==> src/rtl/gdlc_pkg.sv <==
package gdlc_pkg;

   localparam int CSR_ADDR_W = 3;
   localparam int CSR_DATA_W = 32;
   localparam int REQ_DATA_W = 40;
   localparam int RSP_DATA_W = 48;

   localparam logic CSR_IDX_STANDARD = 1'b0;
   localparam logic CSR_IDX_DAYLIGHT = 1'b1;

   localparam logic [4:0] STANDARD_OFFSET_RESET = 5'd5;
   localparam logic [4:0] DAYLIGHT_OFFSET_RESET = 5'd4;

   localparam logic [3:0] MONTH_JAN = 4'd1;
   localparam logic [3:0] MONTH_FEB = 4'd2;
   localparam logic [3:0] MONTH_MAR = 4'd3;
   localparam logic [3:0] MONTH_NOV = 4'd11;
   localparam logic [3:0] MONTH_DEC = 4'd12;

   typedef struct packed {
      logic       fix_valid;
      logic [4:0] hour;
      logic [5:0] minute;
      logic [5:0] second;
      logic [4:0] day;
      logic [3:0] month;
      logic [6:0] year;
   } req_item_type;

   typedef struct packed {
      logic [4:0] hour;
      logic [5:0] minute;
      logic [5:0] second;
      logic [4:0] day;
      logic [3:0] month;
      logic [6:0] year;
      logic [2:0] weekday;
      logic       common_year;
      logic [4:0] zone;
   } clock_state_type;

   typedef logic [127:0][2:0] year_term_tbl_type;
   typedef logic [127:0]      leap_tbl_type;

   // Year part of the weekday formula. Year 0 stores 6, which is the
   // formula's -1 taken modulo 7; the caller handles the case where the
   // whole sum is -1.
   function automatic year_term_tbl_type build_year_terms();
      year_term_tbl_type t;
      int                a;
      int                x;
      t[0] = 3'd6;
      for (a = 1; a < 128; a++) begin
         x    = (a - 1) / 4 - (3 * ((a - 1) / 100 + 1)) / 4;
         t[a] = 3'((((a - 1) % 7) + (x % 7)) % 7);
      end
      return t;
   endfunction

   function automatic leap_tbl_type build_leap_flags();
      leap_tbl_type t;
      int           a;
      for (a = 0; a < 128; a++) begin
         t[a] = ((a % 4 == 0) && (a % 100 != 0)) || (a % 400 == 0);
      end
      return t;
   endfunction

   localparam year_term_tbl_type YEAR_TERMS = build_year_terms();
   localparam leap_tbl_type      LEAP_FLAGS = build_leap_flags();

   function automatic logic [2:0] month_term(input logic leap, input logic [3:0] month);
      logic [2:0] c;
      logic [2:0] l;
      unique case (month)
         4'd1:    begin c = 3'd0; l = 3'd0; end
         4'd2:    begin c = 3'd3; l = 3'd3; end
         4'd3:    begin c = 3'd3; l = 3'd4; end
         4'd4:    begin c = 3'd6; l = 3'd0; end
         4'd5:    begin c = 3'd1; l = 3'd2; end
         4'd6:    begin c = 3'd4; l = 3'd5; end
         4'd7:    begin c = 3'd6; l = 3'd0; end
         4'd8:    begin c = 3'd2; l = 3'd3; end
         4'd9:    begin c = 3'd5; l = 3'd6; end
         4'd10:   begin c = 3'd0; l = 3'd1; end
         4'd11:   begin c = 3'd3; l = 3'd4; end
         4'd12:   begin c = 3'd5; l = 3'd6; end
         default: begin c = 3'd0; l = 3'd0; end
      endcase
      return leap ? l : c;
   endfunction

   // Length of the month before the given one; March is handled by the caller.
   function automatic logic [4:0] prev_month_len(input logic [3:0] month);
      logic [4:0] len;
      unique case (month)
         4'd1, 4'd2, 4'd4, 4'd6, 4'd8, 4'd9, 4'd11: len = 5'd31;
         4'd5, 4'd7, 4'd10, 4'd12:                  len = 5'd30;
         default:                                   len = 5'd0;
      endcase
      return len;
   endfunction

endpackage

==> src/rtl/gdlc_csr.sv <==
module gdlc_csr (
   input  logic                           clock,
   input  logic                           reset,
   input  logic                           csr_psel,
   input  logic                           csr_penable,
   input  logic                           csr_pwrite,
   input  logic [gdlc_pkg::CSR_ADDR_W-1:0] csr_paddr,
   input  logic [gdlc_pkg::CSR_DATA_W-1:0] csr_pwdata,
   output logic [gdlc_pkg::CSR_DATA_W-1:0] csr_prdata,
   output logic                           csr_pready,
   output logic [4:0]                     standard_offset,
   output logic [4:0]                     daylight_offset
);
   import gdlc_pkg::*;

   logic [4:0] standard_ff, standard_in;
   logic [4:0] daylight_ff, daylight_in;
   logic       write_en;
   logic       reg_idx;

   assign csr_pready = 1'b1;
   assign write_en   = csr_psel & csr_penable & csr_pwrite & csr_pready;
   assign reg_idx    = csr_paddr[2];

   always_comb begin
      standard_in = standard_ff;
      daylight_in = daylight_ff;
      csr_prdata  = '0;
      unique case (reg_idx)
         CSR_IDX_STANDARD: begin
            csr_prdata = {{(CSR_DATA_W-5){1'b0}}, standard_ff};
            if (write_en) begin
               standard_in = csr_pwdata[4:0];
            end
         end
         CSR_IDX_DAYLIGHT: begin
            csr_prdata = {{(CSR_DATA_W-5){1'b0}}, daylight_ff};
            if (write_en) begin
               daylight_in = csr_pwdata[4:0];
            end
         end
      endcase
   end

   always_ff @(posedge clock) begin
      if (reset) begin
         standard_ff <= STANDARD_OFFSET_RESET;
         daylight_ff <= DAYLIGHT_OFFSET_RESET;
      end else begin
         standard_ff <= standard_in;
         daylight_ff <= daylight_in;
      end
   end

   assign standard_offset = standard_ff;
   assign daylight_offset = daylight_ff;

endmodule

==> src/rtl/gdlc_step.sv <==
module gdlc_step (
   input  gdlc_pkg::req_item_type    item,
   input  gdlc_pkg::clock_state_type cur,
   input  logic [4:0]                standard_offset,
   input  logic [4:0]                daylight_offset,
   output gdlc_pkg::clock_state_type nxt
);
   import gdlc_pkg::*;

   logic [5:0] load_sum;
   logic [6:0] fr_sec, fr_min;
   logic [5:0] fr_hour, fr_day;
   logic [4:0] fr_month;
   logic [6:0] fr_year;
   logic [4:0] t_hour, t_day;
   logic [5:0] t_min, t_sec;
   logic [3:0] t_month;
   logic [6:0] t_year;
   logic       leap;
   logic [2:0] mterm, yterm, dmod;
   logic [3:0] dfold;
   logic [4:0] wsum;
   logic [2:0] wday;
   logic       hole;
   logic [4:0] zone;

   assign load_sum = {1'b0, item.hour} + 6'd24 - {1'b0, cur.zone};

   always_comb begin
      // Free-running one-second advance with carries.
      fr_sec   = {1'b0, cur.second} + 7'd1;
      fr_min   = {1'b0, cur.minute};
      fr_hour  = {1'b0, cur.hour};
      fr_day   = {1'b0, cur.day};
      fr_month = {1'b0, cur.month};
      fr_year  = cur.year;
      if (fr_sec > 7'd59) begin
         fr_min = fr_min + 7'd1;
         fr_sec = '0;
      end
      if (fr_min > 7'd59) begin
         fr_hour = fr_hour + 6'd1;
         fr_min  = '0;
      end
      if (fr_hour > 6'd23) begin
         fr_day  = fr_day + 6'd1;
         fr_hour = '0;
      end
      if (fr_day > 6'd31) begin
         fr_month = fr_month + 5'd1;
         fr_day   = 6'd1;
      end
      if (fr_month > 5'd12) begin
         fr_year  = (fr_year >= 7'd99) ? 7'd0 : fr_year + 7'd1;
         fr_month = 5'd1;
      end

      // Load from a fix, advance, or hold when never set.
      t_hour  = cur.hour;
      t_min   = cur.minute;
      t_sec   = cur.second;
      t_day   = cur.day;
      t_month = cur.month;
      t_year  = cur.year;
      if (item.fix_valid) begin
         t_min   = item.minute;
         t_sec   = item.second;
         t_month = item.month;
         t_year  = item.year;
         if (item.hour < cur.zone) begin
            t_hour = load_sum[4:0];
            t_day  = item.day - 5'd1;
         end else begin
            t_hour = item.hour - cur.zone;
            t_day  = item.day;
         end
      end else if (cur.day != 5'd0) begin
         t_hour  = fr_hour[4:0];
         t_min   = fr_min[5:0];
         t_sec   = fr_sec[5:0];
         t_day   = fr_day[4:0];
         t_month = fr_month[3:0];
         t_year  = fr_year;
      end

      // Day 0 rolls back to the last day of the previous month.
      if (t_day == 5'd0 && t_month >= MONTH_JAN && t_month <= MONTH_DEC) begin
         if (t_month == MONTH_JAN) begin
            t_day   = 5'd31;
            t_month = MONTH_DEC;
            t_year  = (t_year == 7'd0) ? 7'd99 : t_year - 7'd1;
         end else begin
            if (t_month == MONTH_MAR) begin
               t_day = cur.common_year ? 5'd28 : 5'd29;
            end else begin
               t_day = prev_month_len(t_month);
            end
            t_month = t_month - 4'd1;
         end
      end

      // Weekday from the year, month and day terms, all modulo 7.
      leap  = LEAP_FLAGS[t_year];
      mterm = month_term(leap, t_month);
      yterm = YEAR_TERMS[t_year];
      dfold = {2'b00, t_day[4:3]} + {1'b0, t_day[2:0]};
      dmod  = (dfold >= 4'd7) ? 3'(dfold - 4'd7) : dfold[2:0];
      wsum  = {2'b00, yterm} + {2'b00, mterm} + {2'b00, dmod};
      priority if (wsum >= 5'd14) begin
         wday = 3'(wsum - 5'd14);
      end else if (wsum >= 5'd7) begin
         wday = 3'(wsum - 5'd7);
      end else begin
         wday = wsum[2:0];
      end
      hole = (t_year == 7'd0) && (mterm == 3'd0) && (dmod == 3'd0);
      if (hole) begin
         wday = cur.weekday;
      end

      // Zone choice by season and the daylight-saving switch Sundays.
      zone = cur.zone;
      if (cur.zone == 5'd0) begin
         if (t_month >= MONTH_MAR && t_month < MONTH_NOV) begin
            zone = daylight_offset;
         end
         if (t_month >= MONTH_NOV || t_month == MONTH_JAN || t_month == MONTH_FEB) begin
            zone = standard_offset;
         end
      end
      if (t_month == MONTH_MAR && t_day > 5'd7 && wday == 3'd0) begin
         zone = daylight_offset;
      end
      if (t_month == MONTH_NOV && wday == 3'd0) begin
         zone = standard_offset;
      end

      nxt.hour        = t_hour;
      nxt.minute      = t_min;
      nxt.second      = t_sec;
      nxt.day         = t_day;
      nxt.month       = t_month;
      nxt.year        = t_year;
      nxt.weekday     = wday;
      nxt.common_year = ~leap;
      nxt.zone        = zone;
   end

endmodule

==> src/rtl/gps_disciplined_local_clock.sv <==
// Local calendar clock kept in step by GPS. Each item is one second: with
// req_tuser high it carries a GPS fix and loads UTC minus the zone offset,
// with req_tuser low it advances the clock by one second once the clock has
// been set. Every item yields exactly one result item with the local time,
// date, weekday, leap flag and the offset for the next fix. An item passes
// an input register and then the clock state register, which is also the
// result register; one item is taken every cycle while the result register
// is empty or rsp_tready is high, as the clock state register is updated
// from its own previous value. Offsets are written through the csr_ port.
module gps_disciplined_local_clock (
   input  logic                           clock,
   input  logic                           reset,
   input  logic                           req_tvalid,
   output logic                           req_tready,
   // [4:0] utc_hour, [10:5] utc_minute, [16:11] utc_second, [21:17] utc_day,
   // [25:22] utc_month, [32:26] utc_year, rest zero
   input  logic [gdlc_pkg::REQ_DATA_W-1:0] req_tdata,
   // [0] fix_valid
   input  logic                           req_tuser,
   output logic                           rsp_tvalid,
   input  logic                           rsp_tready,
   // [4:0] local_hour, [10:5] local_minute, [16:11] local_second,
   // [21:17] local_day, [25:22] local_month, [32:26] local_year,
   // [35:33] weekday, [36] common_year, [41:37] zone_hours, rest zero
   output logic [gdlc_pkg::RSP_DATA_W-1:0] rsp_tdata,
   input  logic                           csr_psel,
   input  logic                           csr_penable,
   input  logic                           csr_pwrite,
   input  logic [gdlc_pkg::CSR_ADDR_W-1:0] csr_paddr,
   input  logic [gdlc_pkg::CSR_DATA_W-1:0] csr_pwdata,
   output logic [gdlc_pkg::CSR_DATA_W-1:0] csr_prdata,
   output logic                           csr_pready
);
   import gdlc_pkg::*;

   logic            in_valid_ff, in_valid_in;
   req_item_type    in_item_ff, in_item_in;
   logic            out_valid_ff, out_valid_in;
   clock_state_type state_ff, state_in, step_nxt;
   logic [4:0]      standard_offset, daylight_offset;
   logic            advance;

   gdlc_csr u_csr (
      .clock           (clock),
      .reset           (reset),
      .csr_psel        (csr_psel),
      .csr_penable     (csr_penable),
      .csr_pwrite      (csr_pwrite),
      .csr_paddr       (csr_paddr),
      .csr_pwdata      (csr_pwdata),
      .csr_prdata      (csr_prdata),
      .csr_pready      (csr_pready),
      .standard_offset (standard_offset),
      .daylight_offset (daylight_offset)
   );

   gdlc_step u_step (
      .item            (in_item_ff),
      .cur             (state_ff),
      .standard_offset (standard_offset),
      .daylight_offset (daylight_offset),
      .nxt             (step_nxt)
   );

   assign advance    = in_valid_ff & (~out_valid_ff | rsp_tready);
   assign req_tready = ~in_valid_ff | advance;

   always_comb begin
      in_item_in.fix_valid = req_tuser;
      in_item_in.hour      = req_tdata[4:0];
      in_item_in.minute    = req_tdata[10:5];
      in_item_in.second    = req_tdata[16:11];
      in_item_in.day       = req_tdata[21:17];
      in_item_in.month     = req_tdata[25:22];
      in_item_in.year      = req_tdata[32:26];

      in_valid_in = in_valid_ff;
      if (req_tready) begin
         in_valid_in = req_tvalid;
      end

      out_valid_in = out_valid_ff & ~rsp_tready;
      state_in     = state_ff;
      if (advance) begin
         out_valid_in = 1'b1;
         state_in     = step_nxt;
      end
   end

   always_ff @(posedge clock) begin
      if (reset) begin
         in_valid_ff  <= 1'b0;
         out_valid_ff <= 1'b0;
         state_ff     <= '0;
      end else begin
         in_valid_ff  <= in_valid_in;
         out_valid_ff <= out_valid_in;
         state_ff     <= state_in;
      end
   end

   always_ff @(posedge clock) begin
      if (req_tready) begin
         in_item_ff <= in_item_in;
      end
   end

   assign rsp_tvalid = out_valid_ff;
   assign rsp_tdata  = {{(RSP_DATA_W-42){1'b0}},
                        state_ff.zone, state_ff.common_year, state_ff.weekday,
                        state_ff.year, state_ff.month, state_ff.day,
                        state_ff.second, state_ff.minute, state_ff.hour};

endmodule

==> config.mk <==
export PLATFORM = sky130hd
export DESIGN_NAME = gps_disciplined_local_clock
export DESIGN_NICKNAME = d
export VERILOG_FILES = /design/src/rtl/gdlc_pkg.sv /design/src/rtl/gdlc_csr.sv /design/src/rtl/gdlc_step.sv /design/src/rtl/gps_disciplined_local_clock.sv
export SDC_FILE = /design/constraint.sdc
export NUM_CORES = 1
export LEC_CHECK = 0
export ABC_CLOCK_PERIOD_IN_PS = 13800
export BUFFER_PORTS_ARGS = -buffer_cell sky130_fd_sc_hd__buf_2
export CAP_MARGIN = 20
export CORE_MARGIN = 1
export CORE_UTILIZATION = 56
export DETAILED_ROUTE_END_ITERATION = 10
export HOLD_SLACK_MARGIN = 0.06
export PLACE_DENSITY = 0.82
export SLEW_MARGIN = 20
export SYNTH_ARGS = -nofsm -noshare
export SYNTH_HDL_FRONTEND = slang
export SYNTH_SLANG_ARGS = --single-unit
==> constraint.sdc <==
create_clock -name clock -period 13.8 [get_ports clock]
set_clock_uncertainty 0.05 [all_clocks]
set_input_delay 0.69 -clock clock [delete_from_list [all_inputs] [get_ports clock]]
set_output_delay 0.69 -clock clock [all_outputs]
set_load 0.02 [all_outputs]
# Word level (Yosys, flattened, before mapping)
# Memories as Yosys holds them, arrays and structs flattened.
# Index checks and enable logic that the tools add are counted.
[op_classes]
n_lt_le_gt_ge = 17
mux = 48
eq_ne = 6
n_reduce_logical = 25
bitwise = 11
add_sub_neg = 18
[ops]
columns = ["cell", "n"]
rows = [
  ["5-bit two-way mux", 17],
  ["32-bit one-hot mux with 2 select lines", 1],
  ["7-bit two-way mux", 8],
  ["6-bit two-way mux", 8],
  ["4-bit two-way mux", 5],
  ["3-bit two-way mux", 6],
  ["6-bit by 1-bit adder with 7-bit output (second input constant)", 2],
  ["7-bit by 6-bit greater-than comparator with 1-bit output (second input constant)", 2],
  ["7-bit logical NOT", 2],
  ["5-bit by 1-bit adder with 6-bit output (second input constant)", 2],
  ["4-bit by 2-bit equality test with 1-bit output (second input constant)", 3],
  ["6-bit by 5-bit greater-than comparator with 1-bit output (second input constant)", 2],
  ["5-bit logical NOT", 2],
  ["5-bit subtractor", 2],
  ["3-bit logical NOT", 3],
  ["3-bit subtractor (second input constant)", 3],
  ["4-bit by 1-bit equality test with 1-bit output (second input constant)", 2],
  ["1-bit logical AND", 8],
  ["7-bit by 8-bit < comparator with 1-bit output (second input constant)", 1],
  ["7-bit by 1-bit adder with 7-bit output (second input constant)", 1],
  ["7-bit greater-or-equal comparator (second input constant)", 1],
  ["7-bit by 1-bit subtractor with 7-bit output (second input constant)", 1],
  ["2-bit AND reduction", 3],
  ["4-bit by 1-bit adder with 5-bit output (second input constant)", 1],
  ["28 further kinds", 39],
]
[word_totals]
word_cells = 149
mem_count = 4
inputBits = 83
out_inout_bits = 83
rom_bits = 688
regBits = 88
[mem_list]
columns = ["memory", "words", "word_bits", "read_ports", "rd_ports_with_merged_regs", "write_ports", "line", "text"]
rows = [
  ["(name not given)", 128, 3, 1, 0, 0, "gdlc_step.sv:105", "yterm = YEAR_TERMS[t_year];"],
  ["(name not given)", 128, 1, 1, 0, 0, "gdlc_step.sv:103", "leap = LEAP_FLAGS[t_year];"],
  ["(name not given)", 16, 6, 1, 0, 0, "gdlc_pkg.sv:75", "unique case (month)"],
  ["(name not given)", 16, 5, 1, 0, 0, "gdlc_pkg.sv:96", "unique case (month)"],
]

# Logic depth before layout (Yosys ltp)
# Gate-level depths: netlist of the first run.
[depth]
depth_word = 30
depth_mapped = 42
mapped_depth_nobuf = 41

# Modules after synthesis
# From an unflattened synthesis of the first run, not the netlist that was laid out.
[unflattened]
cells_unflattened = 1113
hier_area_um2 = 9223.8
[modules_own_cells]
columns = ["module", "area_each_um2", "seq_area_each_um2", "cells_per_inst", "instances"]
rows = [
  ["gdlc_step", 5444.0, 0.0, 804, 1],
  ["gps_disciplined_local_clock", 3065.4, 1901.8, 232, 1],
  ["gdlc_csr", 714.4, 200.2, 77, 1],
]

# Least setup slack after synthesis of the first run
# No wires, ideal clock.
[synth_path]
kind = "register -> register"
startpoint = "reg state_ff (netlist bit rsp_tdata[11])"
endpoint = "reg state_ff (netlist bit rsp_tdata[37])"
t_required_ps = 13609
setup_slack_ps = 4011
period_less_slack_ps = 9789
arrival_ps = 9598
path_stages_with_launch = 38
cell_sequence = "dfxtp_1 ha_1 xnor2_1 o21ai_0 and3b_1 a32o_1 a31oi_1 a2bb2oi_2 buf_2 a311oi_1 or2_1 a31oi_2 nor2_1 o31ai_1 inv_1 ha_1 or4_1 and2_1 [2 not listed] fa_1 ha_1 a21oi_1 mux2_2 fa_1 ha_1 fa_1 ha_1 a21oi_1 o21ai_0 a21oi_1 nor2b_1 xnor2_1 and3_1 nand4_1 a32oi_1 mux2i_1 a21oi_1"
[synth_lines]
columns = ["item", "line", "text"]
rows = [
  ["start: declaration", "gps_disciplined_local_clock.sv:39", "clock_state_type state_ff, state_in, step_nxt;"],
  ["start signal: assignment", "gps_disciplined_local_clock.sv:98", "state_ff <= state_in;"],
]

# Worst setup path after layout of the first run
[layout_path]
startpoint = "reg state_ff (netlist bit rsp_tdata[11])"
endpoint = "reg state_ff (netlist bit rsp_tdata[40])"
[layout_between]
elab_chain_len = 30
[layout_rtl]
columns = ["item", "line", "text"]
rows = [
  ["6-bit by 1-bit adder with 7-bit output (*)", "gdlc_step.sv:31", "fr_sec = {1'b0, cur.second} + 7'd1;"],
  ["7-bit by 6-bit greater-than comparator with 1-bit output (*)", "gdlc_step.sv:37", "if (fr_sec > 7'd59) begin"],
  ["7-bit two-way mux (*)", "gdlc_step.sv:37", ""],
  ["7-bit by 6-bit greater-than comparator with 1-bit output (*)", "gdlc_step.sv:41", "if (fr_min > 7'd59) begin"],
  ["6-bit two-way mux (*)", "gdlc_step.sv:41", ""],
  ["6-bit by 5-bit greater-than comparator with 1-bit output (*)", "gdlc_step.sv:45", "if (fr_hour > 6'd23) begin"],
  ["6-bit two-way mux (*)", "gdlc_step.sv:45", ""],
  ["6-bit by 5-bit greater-than comparator with 1-bit output", "gdlc_step.sv:49", "if (fr_day > 6'd31) begin"],
  ["[14 not listed]", "n/a", ""],
  ["5-bit by 3-bit greater-or-equal comparator with 1-bit output / 3-bit subtractor (equally long branches)", "gdlc_step.sv:111, gdlc_step.sv:112", ""],
  ["3-bit two-way mux", "gdlc_step.sv:111", "end else if (wsum >= 5'd7) begin"],
  ["3-bit two-way mux", "gdlc_step.sv:109", "priority if (wsum >= 5'd14) begin"],
  ["3-bit two-way mux", "gdlc_step.sv:117", "if (hole) begin"],
  ["3-bit logical NOT", "gdlc_step.sv:131, gdlc_step.sv:134", ""],
  ["1-bit logical AND, on equally long branches", "gdlc_step.sv:134, gdlc_step.sv:131", ""],
  ["4-bit nonzero test (no line) (tied with other cells)", "n/a", ""],
  ["3-bit AND reduction (no line) / 5-bit two-way mux (equally long branches)", "n/a", ""],
]
# Every way passes the cells marked *; elsewhere a longest branch is shown, timed or not. The select of a mux whose other input is x is not followed.
# A chain may end at the register's enable or synchronous reset.

==> impl_metrics.py, run 1 <==
metrics = {
    "placed_design": {
        "io_buffers": 95,
        "place_congestion": 0.926,
        "dp_hpwl_um": 14600,
    },
    "sta": {
        "worst_pin_slew_ns": 1.02,
        "hold_viol_final": 0,
        "hold_ws_ns": 0.450,
        "drv_slew": 0,
        "period_needed_ns": 12.34,
        "finalSetupViolCount": 0,
        "tns_ns": 0,
        "rsz0062_at_grt": "no",
        "maxSlewHeadroom_pct": 29.7,
        "finalCritPeriodShare_pct": 89.4,
        "max_freq_mhz": 81.0,
    },
    "yosys": {
        "synth_fa_ha_area_share_pct": 9.32,
        "ys_seq_area_share_pct": 26.8,
        "synth_top_cell_by_area": "dfxtp_1",
        "synth_xor_area_share_pct": 2.01,
        "async_reset_ff_share_pct": 0,
        "synth_edf_count": 34,
        "muxShareOfSynthArea_pct": 5.20,
        "synth_top_area_share_pct": 13.8,
        "synth_top_family_by_area": "compound AO/OA/AOI/OAI gates",
        "netlist_instances": 973,
        "netlist_area_sq_um": 7840,
        "yosys-top-cells-area": "dfxtp_1 14%, edfxtp_1 13%, ha_1 7.0%",
        "synth_compound_gate_area_share_pct": 25.8,
        "syn_area_per_cell_sq_um": 8.06,
        "synth_ff_type": "dfxtp_1",
        "yosys_warnings": 0,
        "synth-seq-cells": 88,
        "synthSimpleGateAreaFrac_pct": 22.4,
        "synth_cell_type_count": 93,
    },
    "setup_path": {
        "critPathLaunch": "rsp_tdata[11]",
        "regToRegSetupSlack_ns": 1.46,
        "crit_path_end": "rsp_tdata[40]",
        "required_ns": 13.97,
        "end_kind": "flop",
        "crit_slowest_cell": "o31ai_1",
        "cp.arrival_ns": 12.51,
        "start_kind": "flop",
        "worstReg2RegEnd": "rsp_tdata[40]",
        "regToRegStartpoint": "rsp_tdata[11]",
        "worstRegToRegCells": 37,
        "max_stage_delay_ns": 0.92,
        "crit_path_max_fanout": 14,
        "crit_type": "flop to flop",
        "crit_path_frequent_cell": "ha_1",
    },
    "route": {
        "first_pass_iters": 5,
        "viasPerCell": 6.27,
        "vias": 7645,
        "antenna_left": 0,
        "drcViolationCount": 0,
        "wl_per_cell_um": 16.7,
        "drt_iter0_drc": 860,
        "drt_wl_total_um": 20400,
    },
    "power": {
        "p_leak_nw": 3.52,
        "ir_worst_vdd_mv": 0.104,
        "pwr_density_cell_nw_per_um2": 135,
    },
    "clock_network": {
        "cts.sinks": 88,
        "cts_tree": "built",
        "worst_skew_pair.late_latency_ns": 0.36,
        "hold_buffers": 0,
        "clkTransAtPathRegs_ns": 0.08,
        "cts_inserted_buffers": 9,
        "cts.path.max_buffers": 2,
        "cts_setup_buffers": 0,
        "ctsResizeCount": 0,
        "cts_root_buffer": "clkbuf_16",
        "htree_levels": 3,
    },
    "grt": {
        "track_usage_pct": 28.3,
        "overflow": 0,
        "antenna_found_initial": 0,
        "grt_start_max_net_pins": 55,
        "grt_pass1_vias": 6751,
        "grt_pass1_wl_um": 33300,
    },
    "floorplan": {
        "die_w_um": 120,
        "io_pins": 166,
        "chipHeight_um": 120,
        "fp-row-count": 42,
        "die-area_sq_um": 14500,
        "initial_core_util_pct": 58.3,
        "fp.coreArea_sq_um": 13500,
    },
    "final_layout": {
        "diodes": 0,
        "syn_to_final_growth_pct": 9.21,
        "post_route_cells_drive_above_1_share_pct": 15.3,
        "utilization_pct": 63.6,
        "layout.nets": 1174,
    },
    "status": {
        "outcome": "complete, no violations",
    },
    "flow_run": {
        "cap_violations": 0,
    },
    "worst_hold_path": {
        "min_path_type": "input pin to flop",
    },
}
## state kept, by name, summed over array words and instances, names as in the netlist
register               cells
in_valid_ff                1
rsp_tvalid                 1
in_item_ff                34
u_csr.daylight_offset      5
rsp_tdata                 42
u_csr.standard_offset      5
## kinds of logic (layout without fill, tap and decap cells)
logic type,after synthesis,in the layout
mux,37,37
simple gates,352,352
other cells,2,34
xor+xnor,18,18
buf+inv,132,170
flops,88,88
fa+ha+maj,53,53
compound gates,291,291
## critical path, delay by kind of cell, from the launching register on
kind / cells / cell delay, ns
AO/OA/AOI/OAI: 16 / 4.99
XOR/XNOR: 2 / 1.00
adder cells (fa/ha/maj): 6 / 2.18
buffers and inverters: 1 / 0.16
flip-flops: 1 / 0.51
multiplexers: 1 / 0.31
AND/OR/NAND/NOR: 11 / 2.99
## report_power, final
group	internal [mW]	switching [mW]
combinational	0.242	0.350
clock	0.130	0.120
sequential	0.288	0.0227
total	0.660	0.494
## worst min path at each step
stage	endpoint	slack, ns	cells after the start	startpoint
detailed placement	u_csr.standard_offset[0]	0.45	2	u_csr.standard_offset[0]
finish	in_item_ff[32]	0.45	1	req_tdata[4]
floorplan	u_csr.standard_offset[0]	0.41	2	u_csr.standard_offset[0]
CTS	in_item_ff[32]	0.44	1	req_tdata[4]
global route	in_item_ff[11]	0.45	1	req_tdata[17]
global placement	u_csr.daylight_offset[2]	0.43	2	u_csr.daylight_offset[2]
## synthesized netlist by cell type (12+ instances only)
library cell and count:
ha_1 44, xnor2_1 13, nand2_1 97, o21ai_0 57
and3_1 12, buf_4 34, nor2_1 93, nor4_1 15
nor2b_1 14, mux2i_1 25, nand3_1 29, clkbuf_1 36
inv_1 51, nor3_1 22, o31ai_1 12, a21oi_1 71
edfxtp_1 34, a211oi_1 12, dfxtp_1 54
## through the flow
stage	total power [mW]	worst slack (ns)	area, sq um	std cells
after floorplan	0.777	4.01	7960	1005
after global placement	0.873	1.99	8250	1203
after detailed placement	0.893	1.77	8250	1203
after CTS	1.15	1.68	8560	1219
after global routing	1.24	0.426	8560	1219
final	1.15	1.46	8560	1219
## cells in the final DEF, fill, tap and decap left out, drive strengths merged, types with 13 or more instances in the layout
master,count
nor4,15
and3,14
dfxtp,54
buf,103
conb,34
nor3,23
o31ai,13
nand3,29
o21ai,63
edfxtp,34
mux2i,26
nor2,93
inv,56
nand2,97
ha,44
a211oi,13
xnor2,13
nor2b,14
a21oi,71
## per-layer routing
| metal | GRT usage, % | vias to the layer above | part of all wire (%) |
|---|---|---|---|
| met1 | 38.8 | 3606 | 45 |
| met3 | 5.71 | 26 | 7.6 |
| met2 | 45.1 | 325 | 46 |
| met4 | 7.87 | 0 | 1.4 |
| met5 | 0 | - | 0 |
| li1 | - | 3688 | - |
## area by class of cell
class	instances	area, sq um
Clock buffer	9	225
Clock inverter	7	81.3
Fill cell	1178	4890
Inverter	51	191
Multi-Input combinational cell	785	5200
Sequential cell	88	2100
Tap cell	176	220
Timing Repair Buffer	103	536
No activity file was read; power rests on OpenSTA's default activity.
==> inputs of run 2 (changes only) <==
Settings changed: CORE_UTILIZATION 56 to 58, SYNTH_HIERARCHICAL from default to 1.
==> impl_metrics.py, run 2 <==
metrics = {
    "sta": {
        "max_freq_mhz": 88.6,
        "period_needed_ns": 11.29,
        "drv_slew": 0,
        "hold_viol_final": 0,
        "finalCritPeriodShare_pct": 81.8,
        "fin_ws_ns": 2.51,
        "worst_pin_slew_ns": 0.930,
        "finalSetupViolCount": 0,
        "tns_ns": 0,
        "maxSlewHeadroom_pct": 38.0,
        "rsz0062_at_grt": "no",
    },
    "grt": {
        "track_usage_pct": 28.4,
        "overflow": 0,
        "grt_start_max_net_pins": 103,
        "antenna_found_initial": 0,
        "grt_pass1_vias": 7818,
        "grt_pass1_wl_um": 37800,
    },
    "power": {
        "pwr_density_cell_nw_per_um2": 113,
        "p_leak_nw": 3.91,
        "ir_worst_vdd_mv": 0.0924,
    },
    "worst_hold_path": {
        "min_path_type": "flop to flop",
        "hold_path_end": "rsp_tdata[33]",
        "hold_depth": 2,
        "min-delay-start": "rsp_tdata[33]",
    },
    "route": {
        "drt_iter0_drc": 1014,
        "wl_per_cell_um": 17.0,
        "routed-wl-met2_um": 10600,
        "highest_layer": "met4",
        "drt_wl_total_um": 23500,
        "first_pass_iters": 6,
        "drt-met1-wl_um": 10300,
        "viasPerCell": 6.36,
        "wl_met3_um": 1990,
        "vias": 8776,
        "antenna_left": 0,
        "drcViolationCount": 0,
    },
    "status": {
        "outcome": "complete, no violations",
    },
    "yosys": {
        "synth_cell_type_count": 114,
        "netlist_area_sq_um": 9220,
        "yosys_warnings": 6,
        "yosys-top-cells-area": "dfxtp_1 12%, edfxtp_1 11%, mux2i_1 7.5%",
        "synth.most_common_cell": "nand2b_1",
        "synth_top_cell_by_area": "dfxtp_1",
        "synth_top_area_share_pct": 11.7,
        "ys_seq_area_share_pct": 22.8,
        "synth_edf_count": 34,
        "yosys-top-cells-count": "102 x nand2b_1, 91 x nand2_1, 69 x mux2i_1",
        "async_reset_ff_share_pct": 0,
        "netlist_instances": 1113,
        "syn_area_per_cell_sq_um": 8.29,
        "synth_ff_type": "dfxtp_1",
        "synth-seq-cells": 88,
    },
    "final_layout": {
        "layout.nets": 1300,
        "syn_to_final_growth_pct": 6.55,
        "regArea_sq_um": 2100,
        "diodes": 0,
        "instances_no_fill": 1380,
        "post_route_cells_drive_above_1_share_pct": 15.8,
        "final_cell_mix": "102 x nand2b_1, 95 x buf_2, 91 x nand2_1",
        "final_common_cell": "nand2b_1",
        "fillers": 1302,
        "multi_input_area_sq_um": 6420,
        "largest_reg_flops": 42,
    },
    "floorplan": {
        "chipHeight_um": 128,
        "die_w_um": 128,
        "fp.coreArea_sq_um": 15400,
        "initial_core_util_pct": 60.0,
        "fp-row-count": 45,
        "die-area_sq_um": 16400,
        "io_pins": 166,
    },
    "clock_network": {
        "cts_inserted_buffers": 9,
        "hold_buffers": 0,
        "cts.path.max_buffers": 2,
        "htree_levels": 3,
        "worst_skew_pair.late_latency_ns": 0.36,
        "cts_root_buffer": "clkbuf_16",
        "cts_setup_buffers": 0,
        "cts.sinks": 88,
        "ctsResizeCount": 0,
        "cts_tree": "built",
        "clkTransAtPathRegs_ns": 0.07,
    },
    "setup_path": {
        "crit_path_frequent_cell": "inv_1",
        "crit_buf_inv": 7,
        "regToRegStartpoint": "rsp_tdata[11]",
        "required_ns": 13.96,
        "cp.arrival_ns": 11.45,
        "max_stage_delay_ns": 0.82,
        "worstRegToRegCells": 43,
        "crit_path_max_fanout": 28,
        "end_kind": "flop",
        "worstReg2RegEnd": "rsp_tdata[40]",
        "start_kind": "flop",
        "crit_family": "compound AO/OA/AOI/OAI gates",
        "regToRegSetupSlack_ns": 2.51,
        "crit_slowest_cell": "o21a_1",
        "crit_type": "flop to flop",
        "cp.depth": 43,
    },
    "placed_design": {
        "place_congestion": 0.983,
        "dp_hpwl_um": 16600,
        "dpl_worst_slack_ns": 2.86,
        "io_buffers": 95,
        "dp.cells": 1364,
    },
    "flow_run": {
        "cap_violations": 0,
    },
}
==> run 2: final cells by class <==
class / count / area share (%)
Tap cell: 211 / 2.69
Timing Repair Buffer: 103 / 5.45
Clock inverter: 6 / 0.522
Clock buffer: 10 / 2.33
Multi-Input combinational cell: 901 / 65.3
Inverter: 61 / 2.33
Sequential cell: 88 / 21.4
==> run 2: worst max path at each step <==
stage                               end     startpoint
final                     rsp_tdata[40]  rsp_tdata[11]
after global routing      rsp_tdata[37]  rsp_tdata[11]
after CTS                 rsp_tdata[37]  rsp_tdata[11]
after detailed placement  rsp_tdata[37]  rsp_tdata[11]
after global placement    rsp_tdata[40]  rsp_tdata[11]
after floorplan           rsp_tdata[41]  rsp_tdata[11]
==> run 2: cells by family after synthesis <==
| kind of cell | after synthesis | share of synthesized area (%) |
|---|---|---|
| simple gates | 417 | 25.1 |
| compound gates | 296 | 24.0 |
| buf+inv | 155 | 9.02 |
| flops | 88 | 22.8 |
| mux | 84 | 9.35 |
| fa+ha+maj | 53 | 7.92 |
| xor+xnor | 17 | 1.70 |
| other cells | 3 | 0.122 |
==> run 2: tightest hold or removal path: cells and delay by family, from the launching register on <==
kind	cells	cell delay, ns
DFF	1	0.32
muxes	1	0.05
and+or+nand+nor	1	0.06
==> run 2: power breakdown <==
part	switching [mW]	internal (mW)	leakage (nW)
Combinational	0.330	0.239	2.98
Clock	0.112	0.124	0.134
Sequential	0.0198	0.285	0.798
Total	0.462	0.649	3.91
==> run 2: stage by stage <==
stage / area, sq um / power, mW / util [%] / hold slack, ns
2_1_floorplan: 9340 / 0.768 / - / 0.416
3_3_place_gp: 9550 / 0.854 / 62.1 / 0.420
3_5_place_dp: 9550 / 0.870 / 62.1 / 0.429
4_1_cts: 9830 / 1.11 / 63.9 / 0.440
5_1_grt: 9830 / 1.19 / 63.9 / 0.447
6_report: 9830 / 1.11 / 63.9 / 0.434
==> run 2: per-layer routing <==
layer / GRT usage (%) / vias to the layer above
met5: 0 / -
met4: 9.34 / 0
met3: 5.26 / 53
met2: 45.9 / 464
met1: 38.0 / 4104
li1: - / 4155
==> inputs of run 3 (changes only) <==
Settings changed: ABC_AREA from default to 1, ABC_CLOCK_PERIOD_IN_PS 13800 to 11480, CORE_UTILIZATION 58 to 57.
Clock period 13.8 ns to 11.48 ns, I/O delays scaled along.
==> impl_metrics.py, run 3 <==
metrics = {
    "final_layout": {
        "multi_input_area_sq_um": 5460,
        "diodes": 0,
        "syn_to_final_growth_pct": 7.71,
        "final_cell_mix": "316 x nand2_1, 168 x inv_1, 149 x nand3_1",
        "final_common_cell": "nand2_1",
        "fillers": 1356,
        "utilization_pct": 63.7,
        "regArea_sq_um": 2100,
        "largest_reg_flops": 42,
        "post_route_cells_drive_above_1_share_pct": 16.0,
        "layout.nets": 1540,
    },
    "clock_network": {
        "ctsResizeCount": 0,
        "cts.sinks": 88,
        "cts.path.max_buffers": 2,
        "htree_levels": 3,
        "cts_root_buffer": "clkbuf_16",
        "clkTransAtPathRegs_ns": 0.07,
        "cts_setup_buffers": 0,
        "hold_buffers": 0,
        "worst_skew_pair.late_latency_ns": 0.35,
        "cts_inserted_buffers": 9,
        "cts_tree": "built",
    },
    "yosys": {
        "synth_cell_type_count": 58,
        "async_reset_ff_share_pct": 0,
        "ys_seq_area_share_pct": 24.2,
        "synth_ff_type": "dfxtp_1",
        "yosys-top-cells-area": "nand2_1 14%, dfxtp_1 12%, edfxtp_1 12%",
        "yosys_warnings": 6,
        "yosys-top-cells-count": "316 x nand2_1, 168 x inv_1, 150 x nand3_1, 141 x nor2_1, 72 x a21oi_1",
        "synth_edf_count": 34,
        "syn_area_per_cell_sq_um": 6.48,
        "netlist_instances": 1341,
        "synth.most_common_cell": "nand2_1",
        "netlist_area_sq_um": 8700,
        "synth_top_area_share_pct": 13.6,
        "synth_top_cell_by_area": "nand2_1",
        "synth-seq-cells": 88,
    },
    "grt": {
        "grt_start_max_net_pins": 87,
        "grt_pass1_vias": 7606,
        "met3_usage_pct": 4.62,
        "grt_use_met2_pct": 46.6,
        "met1_usage_pct": 32.0,
        "overflow": 0,
        "gr-max-usage-layer": "met2",
        "grt_pass1_wl_um": 34300,
        "track_usage_pct": 26.2,
        "antenna_found_initial": 0,
    },
    "status": {
        "violations": "DRC",
        "outcome": "complete, but fails checks",
    },
    "floorplan": {
        "fp.coreArea_sq_um": 14700,
        "chipHeight_um": 126,
        "initial_core_util_pct": 59.2,
        "fp-row-count": 44,
        "io_pins": 166,
        "die-area_sq_um": 15800,
        "die_w_um": 126,
    },
    "sta": {
        "period_needed_ns": 9.81,
        "finalCritPeriodShare_pct": 85.5,
        "fin_ws_ns": 1.67,
        "rsz0062_at_grt": "no",
        "max_freq_mhz": 102,
        "drv_slew": 0,
        "hold_ws_ns": 0.338,
        "hold_viol_final": 0,
        "tns_ns": 0,
        "finalSetupViolCount": 0,
        "maxSlewHeadroom_pct": 37.3,
        "worst_pin_slew_ns": 0.939,
    },
    "setup_path": {
        "end_kind": "flop",
        "required_ns": 11.68,
        "start_kind": "flop",
        "crit_path_max_fanout": 16,
        "cp.arrival_ns": 10.01,
        "crit_type": "flop to flop",
        "crit_slowest_cell": "nor2_1",
        "crit_path_frequent_cell": "nand2_1",
        "max_stage_delay_ns": 0.65,
    },
    "power": {
        "finalPower_mw": 1.65,
        "p_leak_nw": 4.77,
        "pwr_density_cell_nw_per_um2": 176,
        "ir_worst_vdd_mv": 0.152,
    },
    "placed_design": {
        "io_buffers": 95,
        "dpl_worst_slack_ns": 1.83,
        "dp_hpwl_um": 14800,
        "place_congestion": 0.902,
    },
    "worst_hold_path": {
        "min_path_type": "input pin to flop",
    },
    "flow_run": {
        "cap_violations": 0,
    },
    "route": {
        "drt_wl_total_um": 21000,
        "antenna_left": 0,
        "wl_per_cell_um": 13.2,
        "first_pass_iters": 8,
        "vias": 8700,
        "drcViolationCount": 7,
        "drt_iter0_drc": 718,
        "viasPerCell": 5.46,
    },
}
## run 3: cell types whose count changed after synthesis, sizes merged, moves of 14 or more
cell	previous run	this run
mux2i	70	0
nor2	57	155
nand3	32	163
clkbuf	36	15
a21oi	58	74
nor4	18	0
and3	19	0
mux2	14	0
o31ai	17	1
nor3	30	7
nand2	92	360
inv	61	188
nand2b	102	0
## run 3: layout make-up
type	count	share of cell area (%)
Tap cell	184	2.46
Clock buffer	10	2.44
Timing Repair Buffer	100	5.48
Sequential cell	88	22.5
Inverter	196	7.89
Multi-Input combinational cell	1009	58.3
Clock inverter	6	1.00
## run 3: through the flow
step           instance area [sq um]  std cells
3_3_place_gp                    9040       1577
6_report                        9370       1593
5_1_grt                         9370       1593
2_1_floorplan                   8810       1372
4_1_cts                         9370       1593
3_5_place_dp                    9040       1577
## run 3: routing by layer
metal | vias up | wire length [um]
li1 | 4369 | -
met1 | 3962 | 8980
met2 | 345 | 10300
met3 | 24 | 1340
met4 | 0 | 314
met5 | - | 0
## run 3: path summary, 6_finish.rpt
kind	startpoint	slack, ns	cells past startpoint	to
worst min-delay path	req_tdata[5]	0.34	1	in_item_ff[22]
worst min register to register	u_csr/daylight_offset[1]	0.46	2	u_csr/daylight_offset[1]
worst max register to register	rsp_tdata[11]	1.67	60	rsp_tdata[39]
worst max-delay path	rsp_tdata[11]	1.67	60	rsp_tdata[39]
## run 3: kinds of logic (layout without fill, tap and decap cells)
family / Yosys count / after routing / share of synthesized area, %
AO/OA/AOI/OAI: 178 / 178 / 11.6
flip-flops: 88 / 88 / 24.2
XOR/XNOR: 25 / 25 / 2.60
other: 3 / 34 / 0.129
AND/OR/NAND/NOR: 719 / 719 / 38.6
buffers and inverters: 275 / 312 / 14.5
adder cells (fa/ha/maj): 53 / 53 / 8.40
## run 3: power by group
group | switching, mW | internal (mW) | total [mW]
registers | 0.0282 | 0.348 | 0.377
logic | 0.620 | 0.328 | 0.948
clock network | 0.128 | 0.193 | 0.320
## run 3: worst max-delay path, delay by kind of cell (launching register included)
kind	cells	cell delay, ns
AOI/OAI and AO/OA	6	1.41
xor gates and xnor gates	1	0.16
adders and majority gates	5	1.86
buffers and inverters	10	1.14
DFF	1	0.51
and+or+nand+nor	38	4.57
